<file path="config.mk">
export PLATFORM = sky130hd
export DESIGN_NAME = json_string_escaper_top_flat
export DESIGN_NICKNAME = d
export VERILOG_FILES = /design/src/hdl/jse_pkg.sv /design/src/hdl/jse_intf.sv /design/src/hdl/jse_front.sv /design/src/hdl/jse_queue.sv /design/src/hdl/jse_back.sv /design/src/hdl/json_string_escaper_top.sv /design/src/flat_wrapper.sv
export SDC_FILE = /design/constraint.sdc
export NUM_CORES = 1
export LEC_CHECK = 0
export ABC_AREA = 1
export CAP_MARGIN = 20
export CORE_AREA = 3 3 73 75
export CTS_BUF_LIST = sky130_fd_sc_hd__clkbuf_4 sky130_fd_sc_hd__clkbuf_8 sky130_fd_sc_hd__clkbuf_16
export DETAILED_ROUTE_END_ITERATION = 7
export DIE_AREA = 0 0 76 78
export DONT_BUFFER_PORTS = 1
export GPL_TIMING_DRIVEN = 0
export PLACE_DENSITY_LB_ADDON = 0.25
export SKIP_LAST_GASP = 1
export SLEW_MARGIN = 10
export SYNTH_ARGS = -nofsm -noshare
export SYNTH_HDL_FRONTEND = slang
export SYNTH_SLANG_ARGS = --single-unit
</file>
<file path="constraint.sdc">
create_clock -name clock -period 2.35 [get_ports clock]
set_input_delay 0.47 -clock clock [delete_from_list [all_inputs] [get_ports clock]]
set_output_delay 0.47 -clock clock [all_outputs]
set_load 0.02 [all_outputs]
</file>
<file path="src/hdl/jse_pkg.sv">
package jse_pkg;

   // default depth of the queue between classifier and emitter
   localparam int QUEUE_DEPTH = 2;

   // ascii codes used in escape sequences
   localparam logic [7:0] CHR_NUL       = 8'h00;
   localparam logic [7:0] CHR_BACKSPACE = 8'h08;
   localparam logic [7:0] CHR_TAB       = 8'h09;
   localparam logic [7:0] CHR_NEWLINE   = 8'h0A;
   localparam logic [7:0] CHR_RETURN    = 8'h0D;
   localparam logic [7:0] CHR_QUOTE     = 8'h22;
   localparam logic [7:0] CHR_BACKSLASH = 8'h5C;
   localparam logic [7:0] CHR_SPACE     = 8'h20;
   localparam logic [7:0] CHR_ZERO      = 8'h30;
   localparam logic [7:0] CHR_LOWER_B   = 8'h62;
   localparam logic [7:0] CHR_LOWER_N   = 8'h6E;
   localparam logic [7:0] CHR_LOWER_R   = 8'h72;
   localparam logic [7:0] CHR_LOWER_T   = 8'h74;
   localparam logic [7:0] CHR_LOWER_U   = 8'h75;

   // emitter step numbers within an escape sequence
   localparam logic [2:0] STEP_SECOND = 3'd1;
   localparam logic [2:0] STEP_THIRD  = 3'd2;
   localparam logic [2:0] STEP_FOURTH = 3'd3;
   localparam logic [2:0] STEP_FIFTH  = 3'd4;
   localparam logic [2:0] STEP_SIXTH  = 3'd5;

   // how a byte is rendered
   typedef enum logic [1:0] {
      ESC_PASS,
      ESC_SHORT,
      ESC_UNICODE
   } esc_kind_type;

   // classified byte: for short escapes value holds the letter
   typedef struct packed {
      esc_kind_type kind;
      logic [7:0]   value;
   } esc_desc_type;

   // queue write side
   typedef struct packed {
      logic         valid;
      esc_desc_type desc;
   } esc_push_type;

   // lower-case hex digit of a nibble
   function automatic logic [7:0] hex_digit(input logic [3:0] nibble);
      logic [7:0] digit;
      case (nibble)
         4'h0: digit = 8'h30;
         4'h1: digit = 8'h31;
         4'h2: digit = 8'h32;
         4'h3: digit = 8'h33;
         4'h4: digit = 8'h34;
         4'h5: digit = 8'h35;
         4'h6: digit = 8'h36;
         4'h7: digit = 8'h37;
         4'h8: digit = 8'h38;
         4'h9: digit = 8'h39;
         4'hA: digit = 8'h61;
         4'hB: digit = 8'h62;
         4'hC: digit = 8'h63;
         4'hD: digit = 8'h64;
         4'hE: digit = 8'h65;
         default: digit = 8'h66;
      endcase
      return digit;
   endfunction

endpackage

</file>
<file path="src/hdl/jse_intf.sv">
// input byte channel
interface jse_req_if;
   logic       valid;
   logic       ready;
   logic [7:0] in_byte;

   modport source (output valid, output in_byte, input ready);
   modport sink (input valid, input in_byte, output ready);
endinterface

// escaped byte channel
interface jse_rsp_if;
   logic       valid;
   logic       ready;
   logic [7:0] out_byte;
   logic       out_last;

   modport source (output valid, output out_byte, output out_last, input ready);
   modport sink (input valid, input out_byte, input out_last, output ready);
endinterface

</file>
<file path="src/hdl/jse_front.sv">
module jse_front (
   jse_req_if.sink               req_ch,
   input  logic                  full,
   output jse_pkg::esc_push_type push
);

   jse_pkg::esc_desc_type desc;

   // classify the incoming byte
   always_comb begin
      desc.kind  = jse_pkg::ESC_SHORT;
      desc.value = req_ch.in_byte;
      unique case (req_ch.in_byte)
         jse_pkg::CHR_BACKSPACE: desc.value = jse_pkg::CHR_LOWER_B;
         jse_pkg::CHR_NEWLINE:   desc.value = jse_pkg::CHR_LOWER_N;
         jse_pkg::CHR_RETURN:    desc.value = jse_pkg::CHR_LOWER_R;
         jse_pkg::CHR_TAB:       desc.value = jse_pkg::CHR_LOWER_T;
         jse_pkg::CHR_QUOTE:     desc.value = jse_pkg::CHR_QUOTE;
         jse_pkg::CHR_BACKSLASH: desc.value = jse_pkg::CHR_BACKSLASH;
         default: begin
            if (req_ch.in_byte < jse_pkg::CHR_SPACE) begin
               desc.kind = jse_pkg::ESC_UNICODE;
            end else begin
               desc.kind = jse_pkg::ESC_PASS;
            end
         end
      endcase
   end

   // take a transfer whenever the queue has room; end-of-string bytes are dropped
   assign req_ch.ready = !full;
   assign push.valid   = req_ch.valid && !full && (req_ch.in_byte != jse_pkg::CHR_NUL);
   assign push.desc    = desc;

endmodule

</file>
<file path="src/hdl/jse_queue.sv">
module jse_queue #(
   parameter int Depth = jse_pkg::QUEUE_DEPTH
) (
   input  logic                  clock,
   input  logic                  reset,
   input  jse_pkg::esc_push_type push,
   input  logic                  pop,
   output logic                  full,
   output logic                  empty,
   output jse_pkg::esc_desc_type head
);

   localparam int PtrW = (Depth > 1) ? $clog2(Depth) : 1;
   localparam int CntW = $clog2(Depth + 1);
   localparam logic [PtrW-1:0] LastPtr = PtrW'(Depth - 1);

   jse_pkg::esc_desc_type slot_ff [Depth];
   logic [PtrW-1:0] wr_ptr_ff, wr_ptr_in;
   logic [PtrW-1:0] rd_ptr_ff, rd_ptr_in;
   logic [CntW-1:0] count_ff, count_in;
   logic            do_push, do_pop;

   assign full    = (count_ff == CntW'(Depth));
   assign empty   = (count_ff == '0);
   assign head    = slot_ff[rd_ptr_ff];
   assign do_push = push.valid && !full;
   assign do_pop  = pop && !empty;

   // pointer and fill count update
   always_comb begin
      wr_ptr_in = wr_ptr_ff;
      rd_ptr_in = rd_ptr_ff;
      count_in  = count_ff;
      if (do_push) begin
         wr_ptr_in = (wr_ptr_ff == LastPtr) ? '0 : wr_ptr_ff + 1'b1;
      end
      if (do_pop) begin
         rd_ptr_in = (rd_ptr_ff == LastPtr) ? '0 : rd_ptr_ff + 1'b1;
      end
      if (do_push && !do_pop) begin
         count_in = count_ff + 1'b1;
      end else if (do_pop && !do_push) begin
         count_in = count_ff - 1'b1;
      end
   end

   always_ff @(posedge clock) begin
      if (reset) begin
         wr_ptr_ff <= '0;
         rd_ptr_ff <= '0;
         count_ff  <= '0;
      end else begin
         wr_ptr_ff <= wr_ptr_in;
         rd_ptr_ff <= rd_ptr_in;
         count_ff  <= count_in;
      end
   end

   // storage
   always_ff @(posedge clock) begin
      if (do_push) begin
         slot_ff[wr_ptr_ff] <= push.desc;
      end
   end

endmodule

</file>
<file path="src/hdl/jse_back.sv">
module jse_back (
   input  logic                  clock,
   input  logic                  reset,
   input  logic                  empty,
   input  jse_pkg::esc_desc_type head,
   output logic                  pop,
   jse_rsp_if.source             rsp_ch
);

   logic                  busy_ff, busy_in;
   logic [2:0]            step_ff, step_in;
   jse_pkg::esc_desc_type cur_ff, cur_in;
   logic                  out_valid_ff, out_valid_in;
   logic [7:0]            out_byte_ff, out_byte_in;
   logic                  out_last_ff, out_last_in;
   logic                  out_free;

   assign out_free = !out_valid_ff || rsp_ch.ready;
   assign pop      = out_free && !busy_ff && !empty;

   // emit one byte per free output slot
   always_comb begin
      busy_in      = busy_ff;
      step_in      = step_ff;
      cur_in       = cur_ff;
      out_valid_in = out_valid_ff && !rsp_ch.ready;
      out_byte_in  = out_byte_ff;
      out_last_in  = out_last_ff;
      if (out_free) begin
         if (busy_ff) begin
            out_valid_in = 1'b1;
            out_last_in  = 1'b0;
            step_in      = step_ff + 1'b1;
            if (cur_ff.kind == jse_pkg::ESC_SHORT) begin
               out_byte_in = cur_ff.value;
               out_last_in = 1'b1;
               busy_in     = 1'b0;
            end else begin
               unique case (step_ff)
                  jse_pkg::STEP_SECOND: out_byte_in = jse_pkg::CHR_LOWER_U;
                  jse_pkg::STEP_THIRD:  out_byte_in = jse_pkg::CHR_ZERO;
                  jse_pkg::STEP_FOURTH: out_byte_in = jse_pkg::CHR_ZERO;
                  jse_pkg::STEP_FIFTH:  out_byte_in = jse_pkg::hex_digit(cur_ff.value[7:4]);
                  default: begin
                     out_byte_in = jse_pkg::hex_digit(cur_ff.value[3:0]);
                     out_last_in = 1'b1;
                     busy_in     = 1'b0;
                  end
               endcase
            end
         end else if (!empty) begin
            out_valid_in = 1'b1;
            cur_in       = head;
            step_in      = jse_pkg::STEP_SECOND;
            if (head.kind == jse_pkg::ESC_PASS) begin
               out_byte_in = head.value;
               out_last_in = 1'b1;
            end else begin
               out_byte_in = jse_pkg::CHR_BACKSLASH;
               out_last_in = 1'b0;
               busy_in     = 1'b1;
            end
         end
      end
   end

   // control registers
   always_ff @(posedge clock) begin
      if (reset) begin
         busy_ff      <= 1'b0;
         out_valid_ff <= 1'b0;
      end else begin
         busy_ff      <= busy_in;
         out_valid_ff <= out_valid_in;
      end
   end

   // payload registers
   always_ff @(posedge clock) begin
      step_ff     <= step_in;
      cur_ff      <= cur_in;
      out_byte_ff <= out_byte_in;
      out_last_ff <= out_last_in;
   end

   assign rsp_ch.valid    = out_valid_ff;
   assign rsp_ch.out_byte = out_byte_ff;
   assign rsp_ch.out_last = out_last_ff;

endmodule

</file>
<file path="src/hdl/json_string_escaper_top.sv">
// channel   dir   payload                      handshake
// req_ch    in    in_byte[7:0]                 valid / ready
// rsp_ch    out   out_byte[7:0], out_last      valid / ready
//
// a plain byte is emitted as itself; a short escape as two bytes, a \u00xx escape as six,
// one output byte per cycle while rsp_ch accepts, set by the single output register.
// end-of-string bytes are taken and dropped, so they produce no output byte.
// input is taken while the classified-byte queue has room, so the front
// keeps accepting while the output waits; synchronous reset empties the queue.
module json_string_escaper_top #(
   parameter int QueueDepth = jse_pkg::QUEUE_DEPTH
) (
   input  logic        clock,
   input  logic        reset,
   jse_req_if.sink     req_ch,
   jse_rsp_if.source   rsp_ch
);

   jse_pkg::esc_push_type push;
   jse_pkg::esc_desc_type head;
   logic                  full;
   logic                  empty;
   logic                  pop;

   // classify input bytes
   jse_front u_front (
      .req_ch (req_ch),
      .full   (full),
      .push   (push)
   );

   // decouple classification from emission
   jse_queue #(
      .Depth (QueueDepth)
   ) u_queue (
      .clock (clock),
      .reset (reset),
      .push  (push),
      .pop   (pop),
      .full  (full),
      .empty (empty),
      .head  (head)
   );

   // emit escaped bytes
   jse_back u_back (
      .clock  (clock),
      .reset  (reset),
      .empty  (empty),
      .head   (head),
      .pop    (pop),
      .rsp_ch (rsp_ch)
   );

endmodule
</file>
<file path="src/flat_wrapper.sv">
// flat-port wrapper written by rule: the top's interface ports become plain ports
module json_string_escaper_top_flat 
#(
   parameter int QueueDepth = jse_pkg::QUEUE_DEPTH
)
  (clock, reset, req_ch_valid, req_ch_in_byte, req_ch_ready, rsp_ch_valid, rsp_ch_out_byte, rsp_ch_out_last, rsp_ch_ready);
  jse_req_if req_ch_i ();
  jse_rsp_if rsp_ch_i ();
  input  logic clock;
  input  logic reset;
  input wire logic [$bits(req_ch_i.valid)-1:0] req_ch_valid;
  input wire logic [$bits(req_ch_i.in_byte)-1:0] req_ch_in_byte;
  output wire logic [$bits(req_ch_i.ready)-1:0] req_ch_ready;
  output wire logic [$bits(rsp_ch_i.valid)-1:0] rsp_ch_valid;
  output wire logic [$bits(rsp_ch_i.out_byte)-1:0] rsp_ch_out_byte;
  output wire logic [$bits(rsp_ch_i.out_last)-1:0] rsp_ch_out_last;
  input wire logic [$bits(rsp_ch_i.ready)-1:0] rsp_ch_ready;
  assign req_ch_i.valid = req_ch_valid;
  assign req_ch_i.in_byte = req_ch_in_byte;
  assign req_ch_ready = req_ch_i.ready;
  assign rsp_ch_valid = rsp_ch_i.valid;
  assign rsp_ch_out_byte = rsp_ch_i.out_byte;
  assign rsp_ch_out_last = rsp_ch_i.out_last;
  assign rsp_ch_i.ready = rsp_ch_ready;
  json_string_escaper_top #(.QueueDepth(QueueDepth)) u_core (.clock(clock), .reset(reset), .req_ch(req_ch_i), .rsp_ch(rsp_ch_i));
endmodule
</file>
Word level (Yosys, flattened, before mapping)
Memories as Yosys holds them, arrays and structs flattened. A register that Yosys moved wholly into a read port is not among the register bits.
Cells that the tools add are included.
{"block": "totals", "register_bits": 28, "mem_bits_rw": 20, "inputBits": 12, "rom_bits": 192, "n_memories": 3}
{"name": "(name not given)", "words": 16, "width": 6, "rd": 1, "rd_clocked_by_memory_dff": 1, "wr": 0, "line": "jse_pkg.sv:51", "source": "case (nibble)"}
{"name": "(name not given)", "words": 16, "width": 6, "rd": 1, "rd_clocked_by_memory_dff": 1, "wr": 0, "line": "jse_pkg.sv:51"}
{"name": "u_core.u_queue.slot_ff", "words": 2, "width": 10, "rd": 1, "rd_clocked_by_memory_dff": 1, "wr": 1, "line": "jse_queue.sv:17", "source": "jse_pkg::esc_desc_type slot_ff [Depth];"}
{"block": "op_classes", "n_eq_ne": 13, "mux": 33, "order_cmp": 1, "n_addsub": 5, "reduce_logical": 26, "n_bitwise": 2}
{"cell": "$pmux 8 s6", "n": 1}
{"cell": "$eq 8x4->1 const B", "n": 4}
{"cell": "$mux 8", "n": 4}
{"cell": "$pmux 8 s3", "n": 1}
{"cell": "$mux 1", "n": 19}
{"cell": "$logic_and 1x1->1", "n": 9}
{"cell": "$eq 8x6->1 const B", "n": 1}
{"cell": "$eq 8x7->1 const B", "n": 1}
{"cell": "$lt 8x6->1 const B", "n": 1}
{"cell": "$mux 2", "n": 4}
{"cell": "$mux 4", "n": 2}
{"cell": "$reduce_bool 8->1", "n": 1}
{"cell": "$logic_not 1->1", "n": 7}
{"cell": "$eq 3x2->1 const B", "n": 2}
{"cell": "$mux 3", "n": 2}
{"cell": "$reduce_or 6->1", "n": 1}
{"cell": "$logic_not 2->1", "n": 2}
{"cell": "$reduce_or 4->1", "n": 1}
{"cell": "$add 3x1->3 const B", "n": 1}
{"cell": "$eq 3x1->1 const B", "n": 1}
{"cell": "$eq 3x3->1 const B", "n": 1}
{"cell": "$reduce_and 3->1", "n": 1}
{"cell": "$add 1x1->1 const B", "n": 2}
{"cell": "$add 2x1->2 const B", "n": 1}
{"cell": "9 further kinds", "n": 10}

Depth between registers and ports, before layout
{"block": "depth", "word_depth": 9, "ltp_mapped": 12, "ltp_nobuf": 11}

Cells and area by module
Synthesis repeated with hierarchy kept, for this count alone.
{"block": "hier_totals", "hier_cells": 352, "hier_area_um2": 3184.3}
{"module": "jse_back", "instances": 1, "cells_each": 218, "seq_area_each_um2": 940.9, "area_per_inst_um2": 1868.0}
{"module": "jse_queue", "instances": 1, "cells_each": 68, "seq_area_each_um2": 700.7, "area_per_inst_um2": 970.9}
{"module": "jse_front", "instances": 1, "cells_each": 66, "seq_area_each_um2": 0.0, "area_per_inst_um2": 345.3}

Least setup slack after synthesis
No wires, ideal clock.
{"block": "synth_timing", "path_type": "flip-flop to flip-flop", "from": "register u_core.u_queue.count_ff[0]", "to": "memory u_core.u_queue.slot_ff[0][0] (netlist bit) (enable)", "synth_period_minus_slack_ns": 1.851, "path_buffers": 0, "t_arrival_ns": 1.461, "path_stages_with_launch": 5, "required_time_ns": 1.960, "setup_slack_ns": 0.499, "path_cell_list": "dfxtp_1 -> inv_2 -> nand2_1 -> nand2_1 -> nor3_1"}
{"block": "synth_via", "elab_chain_cells": 7}
{"item": "from (decl)", "line": "jse_queue.sv:20", "source": "logic [CntW-1:0] count_ff, count_in;"}
{"item": "from (signal assigned)", "line": "jse_queue.sv:55", "source": "count_ff <= count_in;"}
{"item": "$eq 2x2->1 *", "line": "jse_queue.sv:23", "source": "assign full = (count_ff == CntW'(Depth));"}
{"item": "$logic_not 1->1 *"}
{"item": "via req_ch_ready", "line": "flat_wrapper.sv:13", "source": "output wire logic [$bits(req_ch_i.ready)-1:0] req_ch_ready;"}
{"item": "$logic_and 1x1->1 (2 in a row)", "line": "jse_front.sv:32", "source": "assign push.valid = req_ch.valid && !full && (req_ch.in_byte != jse_pkg::CHR_NUL);"}
{"item": "$logic_and 1x1->1 *", "line": "jse_queue.sv:26", "source": "assign do_push = push.valid && !full;"}
{"item": "$mux 1 *", "line": "jse_queue.sv:61", "source": "if (do_push) begin"}
{"item": "$mux 1 (not written as such) *", "line": "jse_queue.sv:62", "source": "slot_ff[wr_ptr_ff] <= push.desc;"}
{"item": "to (decl)", "line": "jse_queue.sv:17"}
The timed path passes the listed nets; every way through them passes the cells marked *.

==> impl_summary.md <==
Clock tree
The clock tree from TritonCTS is done. The number of CTS-inserted buffers is 9. CTS placed an instance of sky130_fd_sc_hd__clkbuf_8 at the clock tree root. Hold repair after CTS inserted 0 buffers. The insertion delay of the later-clocked pin in the worst-skew pair is 0.33 ns. Post-CTS repair changed the size of 0 cells. The clock passes through at most 2 buffers. The H-tree generated during clock tree synthesis spans 3 levels. The number of sinks driven by the clock tree is 61. Once the clock tree was built, the setup fixing pass inserted 0 buffers.

After clock tree synthesis, the clock-pin slew on the worst setup and hold paths is 0.07 ns.

Timing
For the pin with the worst max-slew slack, the measured transition is 0.773 ns. The number of failing hold endpoints at the final stage is 0. The count of final max-slew check failures is 0. The final clock period utilization by the worst path is 81.1%.

Counting I/O delays and the setup requirement, the final critical path takes 1.91 ns. Static timing analysis puts the maximum clock frequency at 524 MHz. For the final database, setup skew stands at 0.0126 ns. Setup repair after global routing left no endpoint under its margin.

The worst-case hold slack is 0.207 ns. Setup violations remaining at the end of the flow were counted as 0. For the final routed database, the setup TNS stands at 0 ns.

The max-slew headroom at the worst pin is 48.2%.

Setup path
The worst setup path category is register to register. Traced cell by cell, the critical path runs through nand2_2, nand3_4, buf_6, nand2_1, nand2_1, inv_1, ha_1, inv_1, nand3_1, nand3_1, nand2_1. The type of element launching the critical path is a register.

The highest net fanout along the worst path is 10. The largest single stage delay on the critical path is 0.46 ns. Broken down by cell family, the worst path's largest delay share belongs to simple AND/OR/NAND/NOR gates.

Data on the critical path arrives at its endpoint at 2.13 ns. The slowest stage of the critical path is the sky130_fd_sc_hd__dfxtp_1 cell. The data required time at the worst endpoint is 2.57 ns. The number of buffers and inverters on the critical path is 3.

The capturing element type of the critical path is a register. The dominant cell type by count on the critical path is sky130_fd_sc_hd__nand2_1.

Route
The total wire length after detailed routing is 5100 µm. The detailed-routing iteration count for the pre-antenna-repair pass is 4. In the routed layout, each cell is associated on average with a via count of 4.90. The final route contains 2,077 vias. The number of DRC markers in iteration 0 is 145. The final routed wire length divided by cell count is 12.0 µm.

The count of nets left with antenna violations once routing finished came out at 0. The number of DRC violations after detailed routing is 0.

Run
Max-cap violations in this run came to 0.

Cells and area
Measured on the finished design, the core utilization comes to 67.5%. 0 antenna diodes ended up in the layout. The number of fill cells in the layout is 387. Summing all multi-input logic gate instances after layout gives 1060 µm². Cells with a size suffix above 1 make up 10.6% of the layout. In the final layout, flip-flops and latches occupy 1640 µm². From synthesis to final layout, the design area changed by 8.97%. The number of nets at the end of the flow is 373.

Synthesis
The number of instances in the synthesized netlist is 341. The Yosys step of the flow raised 0 warnings. By instance count, the leading cell after synthesis is sky130_fd_sc_hd__nand2_1. After synthesis, the largest area contributor takes up 43.1% of total cell area. By count the netlist is led by sky130_fd_sc_hd__nand2_1, sky130_fd_sc_hd__inv_1, sky130_fd_sc_hd__edfxtp_1. Sequential elements use 56.1% of the synthesized area.

Of all cell types, the one taking the most synthesized area is sky130_fd_sc_hd__edfxtp_1. Counting flops with an async set or reset pin after synthesis yields a share of 0%. The post-synth design cell area is 2930 µm². The net count of the mapped netlist is 361. The count of flip-flops with a built-in enable after synthesis is 42. The per-instance average area after synthesis is 8.59 µm². The number of synthesized register bits is 61.

Ranked by total cell area, the synthesized netlist is headed by sky130_fd_sc_hd__edfxtp_1, sky130_fd_sc_hd__nand2_1, sky130_fd_sc_hd__dfxtp_1, sky130_fd_sc_hd__inv_1, sky130_fd_sc_hd__nor2_1. The dominant synthesized flop cell is sky130_fd_sc_hd__edfxtp_1. In this run, distinct cell masters in the synthesized netlist total 23.

Global routing
Entering global routing, the biggest net connects 13 pins. The first global-routing pass estimated 8440 µm of wire. The overall routing resource usage is 18.4%. The via count of the first global-routing pass is 1,980. The number of antenna violations at the first check in global routing came to 0. For this run the aggregate overflow at the end of global routing stands at 0.

Placed design
The number of I/O port buffers is 0. The HPWL after detailed placement is 3840 µm. The final estimated routing congestion in global placement is 0.887.

Power
The areal power density over the cells is 1460 nW/µm². Per report_power, the sequential group accounts for 41.9% of the total. For this design the static power due to leakage is 0.00151 µW. Net switching is 41.4% of the power. The worst-case IR drop observed on VDD is 0.000622 V. The cell-internal power is 2720 µW.

For this design the total switching power over the nets is 1930 µW. Combinational logic is responsible for 41.3% of the overall power. The share of total power in the clock network is 16.8%.

Floorplanning
The I/O pin total is 23. From left edge to right edge, the die measures 76 µm. The placeable core region is 4720 µm².

For this configuration, the core starts out at a cell density of 62.0%. After floorplanning, the core was divided into 25 placement rows. The die is 78 µm tall. The floorplan die area is 5930 µm².

Hold path
In this run the worst hold path is classified as input pin to register.

Status
The flow ran to the end, and the final reports show no timing, DRC or antenna violations.
-- path summary, 6_finish.rpt --
check / from / end / slack (ns) / cells after the start
worst max register to register: u_core.u_back.rsp_ch.valid / register / 0.44 / 11
worst max-delay path: u_core.u_back.rsp_ch.valid / register / 0.44 / 11
worst min-delay path: reset / u_core.u_queue.count_ff[0] / 0.21 / 1
worst min register to register: u_core.u_queue.rd_ptr_ff / register / 0.52 / 2
-- layout make-up --
cell class	instances	area share (%)
Tap cell	67	2.63
Buffer	4	0.941
Timing Repair Buffer	1	0.235
Inverter	54	6.35
Clock inverter	3	0.431
Sequential cell	61	51.5
Multi-Input combinational cell	222	33.2
Clock buffer	12	4.78
-- metal layers --
metal / routed length [µm] / GRT usage, % / vias to the layer above / part of all wire (%)
met5: 0 / 0 / - / 0
met4: 108 / 10.7 / 0 / 2.1
met3: 187 / 4.76 / 12 / 3.7
met2: 2510 / 31.6 / 53 / 49
met1: 2290 / 20.9 / 905 / 45
li1: - / - / 1107 / -
-- placed cells by master (no fill, tap or decap), types with 2 or more instances in the layout --
master / synthesis / routed
sky130_fd_sc_hd__nand2_1: 106 / 106
sky130_fd_sc_hd__clkbuf_8: 0 / 10
sky130_fd_sc_hd__inv_1: 49 / 49
sky130_fd_sc_hd__nor2_1: 37 / 37
sky130_fd_sc_hd__a21oi_1: 10 / 10
sky130_fd_sc_hd__nand2_2: 8 / 8
sky130_fd_sc_hd__o31ai_1: 2 / 2
sky130_fd_sc_hd__edfxtp_1: 42 / 42
sky130_fd_sc_hd__o21ai_0: 14 / 14
sky130_fd_sc_hd__xor2_1: 2 / 2
sky130_fd_sc_hd__nand3_1: 23 / 23
sky130_fd_sc_hd__clkbuf_4: 0 / 2
sky130_fd_sc_hd__dfxtp_1: 19 / 19
sky130_fd_sc_hd__buf_6: 2 / 2
sky130_fd_sc_hd__o21ai_2: 4 / 4
sky130_fd_sc_hd__inv_2: 5 / 5
sky130_fd_sc_hd__clkinv_2: 0 / 2
sky130_fd_sc_hd__ha_1: 8 / 8
sky130_fd_sc_hd__clkbuf_1: 2 / 2
-- power groups by stage --
| stage | clock network, µW | registers, µW | logic, µW |
|---|---|---|---|
| 6_report | 784 | 1950 | 1920 |
| 5_1_grt | 849 | 1980 | 2210 |
| 4_1_cts | 800 | 1960 | 1900 |
| 3_5_place_dp | 0 | 1980 | 1890 |
| 3_3_place_gp | 0 | 1970 | 1830 |
| 2_1_floorplan | 0 | 1920 | 1520 |
-- cells by family (layout without fill, tap and decap cells) --
kind of cell | count (synthesis) | count (layout) | share of synthesized area (%)
and+or+nand+nor | 180 | 180 | 25.6
adders and majority gates | 8 | 8 | 3.42
DFF | 61 | 61 | 56.1
xor gates and xnor gates | 3 | 3 | 0.898
buffers and inverters | 58 | 74 | 7.95
AOI/OAI and AO/OA | 31 | 31 | 6.07
-- metrics by stage --
step                      instances  setup slack (ns)  instance area (µm²)  power [µW]
after floorplan                 341             0.499                 2930        3440
after global placement          408             0.106                 3010        3800
after detailed placement        408             0.284                 3020        3870
after CTS                       423             0.381                 3180        4660
after global routing            424             0.234                 3190        5040
final                           424             0.443                 3190        4650
-- worst reg2reg max path, cell delays in order, from the launching register on --
cell and delay, ns:
sky130_fd_sc_hd__dfxtp_1 0.46, sky130_fd_sc_hd__nand2_2 0.19, sky130_fd_sc_hd__nand3_4 0.18, sky130_fd_sc_hd__buf_6 0.17, sky130_fd_sc_hd__nand2_1 0.06, sky130_fd_sc_hd__nand2_1 0.13, sky130_fd_sc_hd__inv_1 0.06, sky130_fd_sc_hd__ha_1 0.28
sky130_fd_sc_hd__inv_1 0.06, sky130_fd_sc_hd__nand3_1 0.08, sky130_fd_sc_hd__nand3_1 0.09, sky130_fd_sc_hd__nand2_1 0.05
No activity file was read; power rests on OpenSTA's default activity.
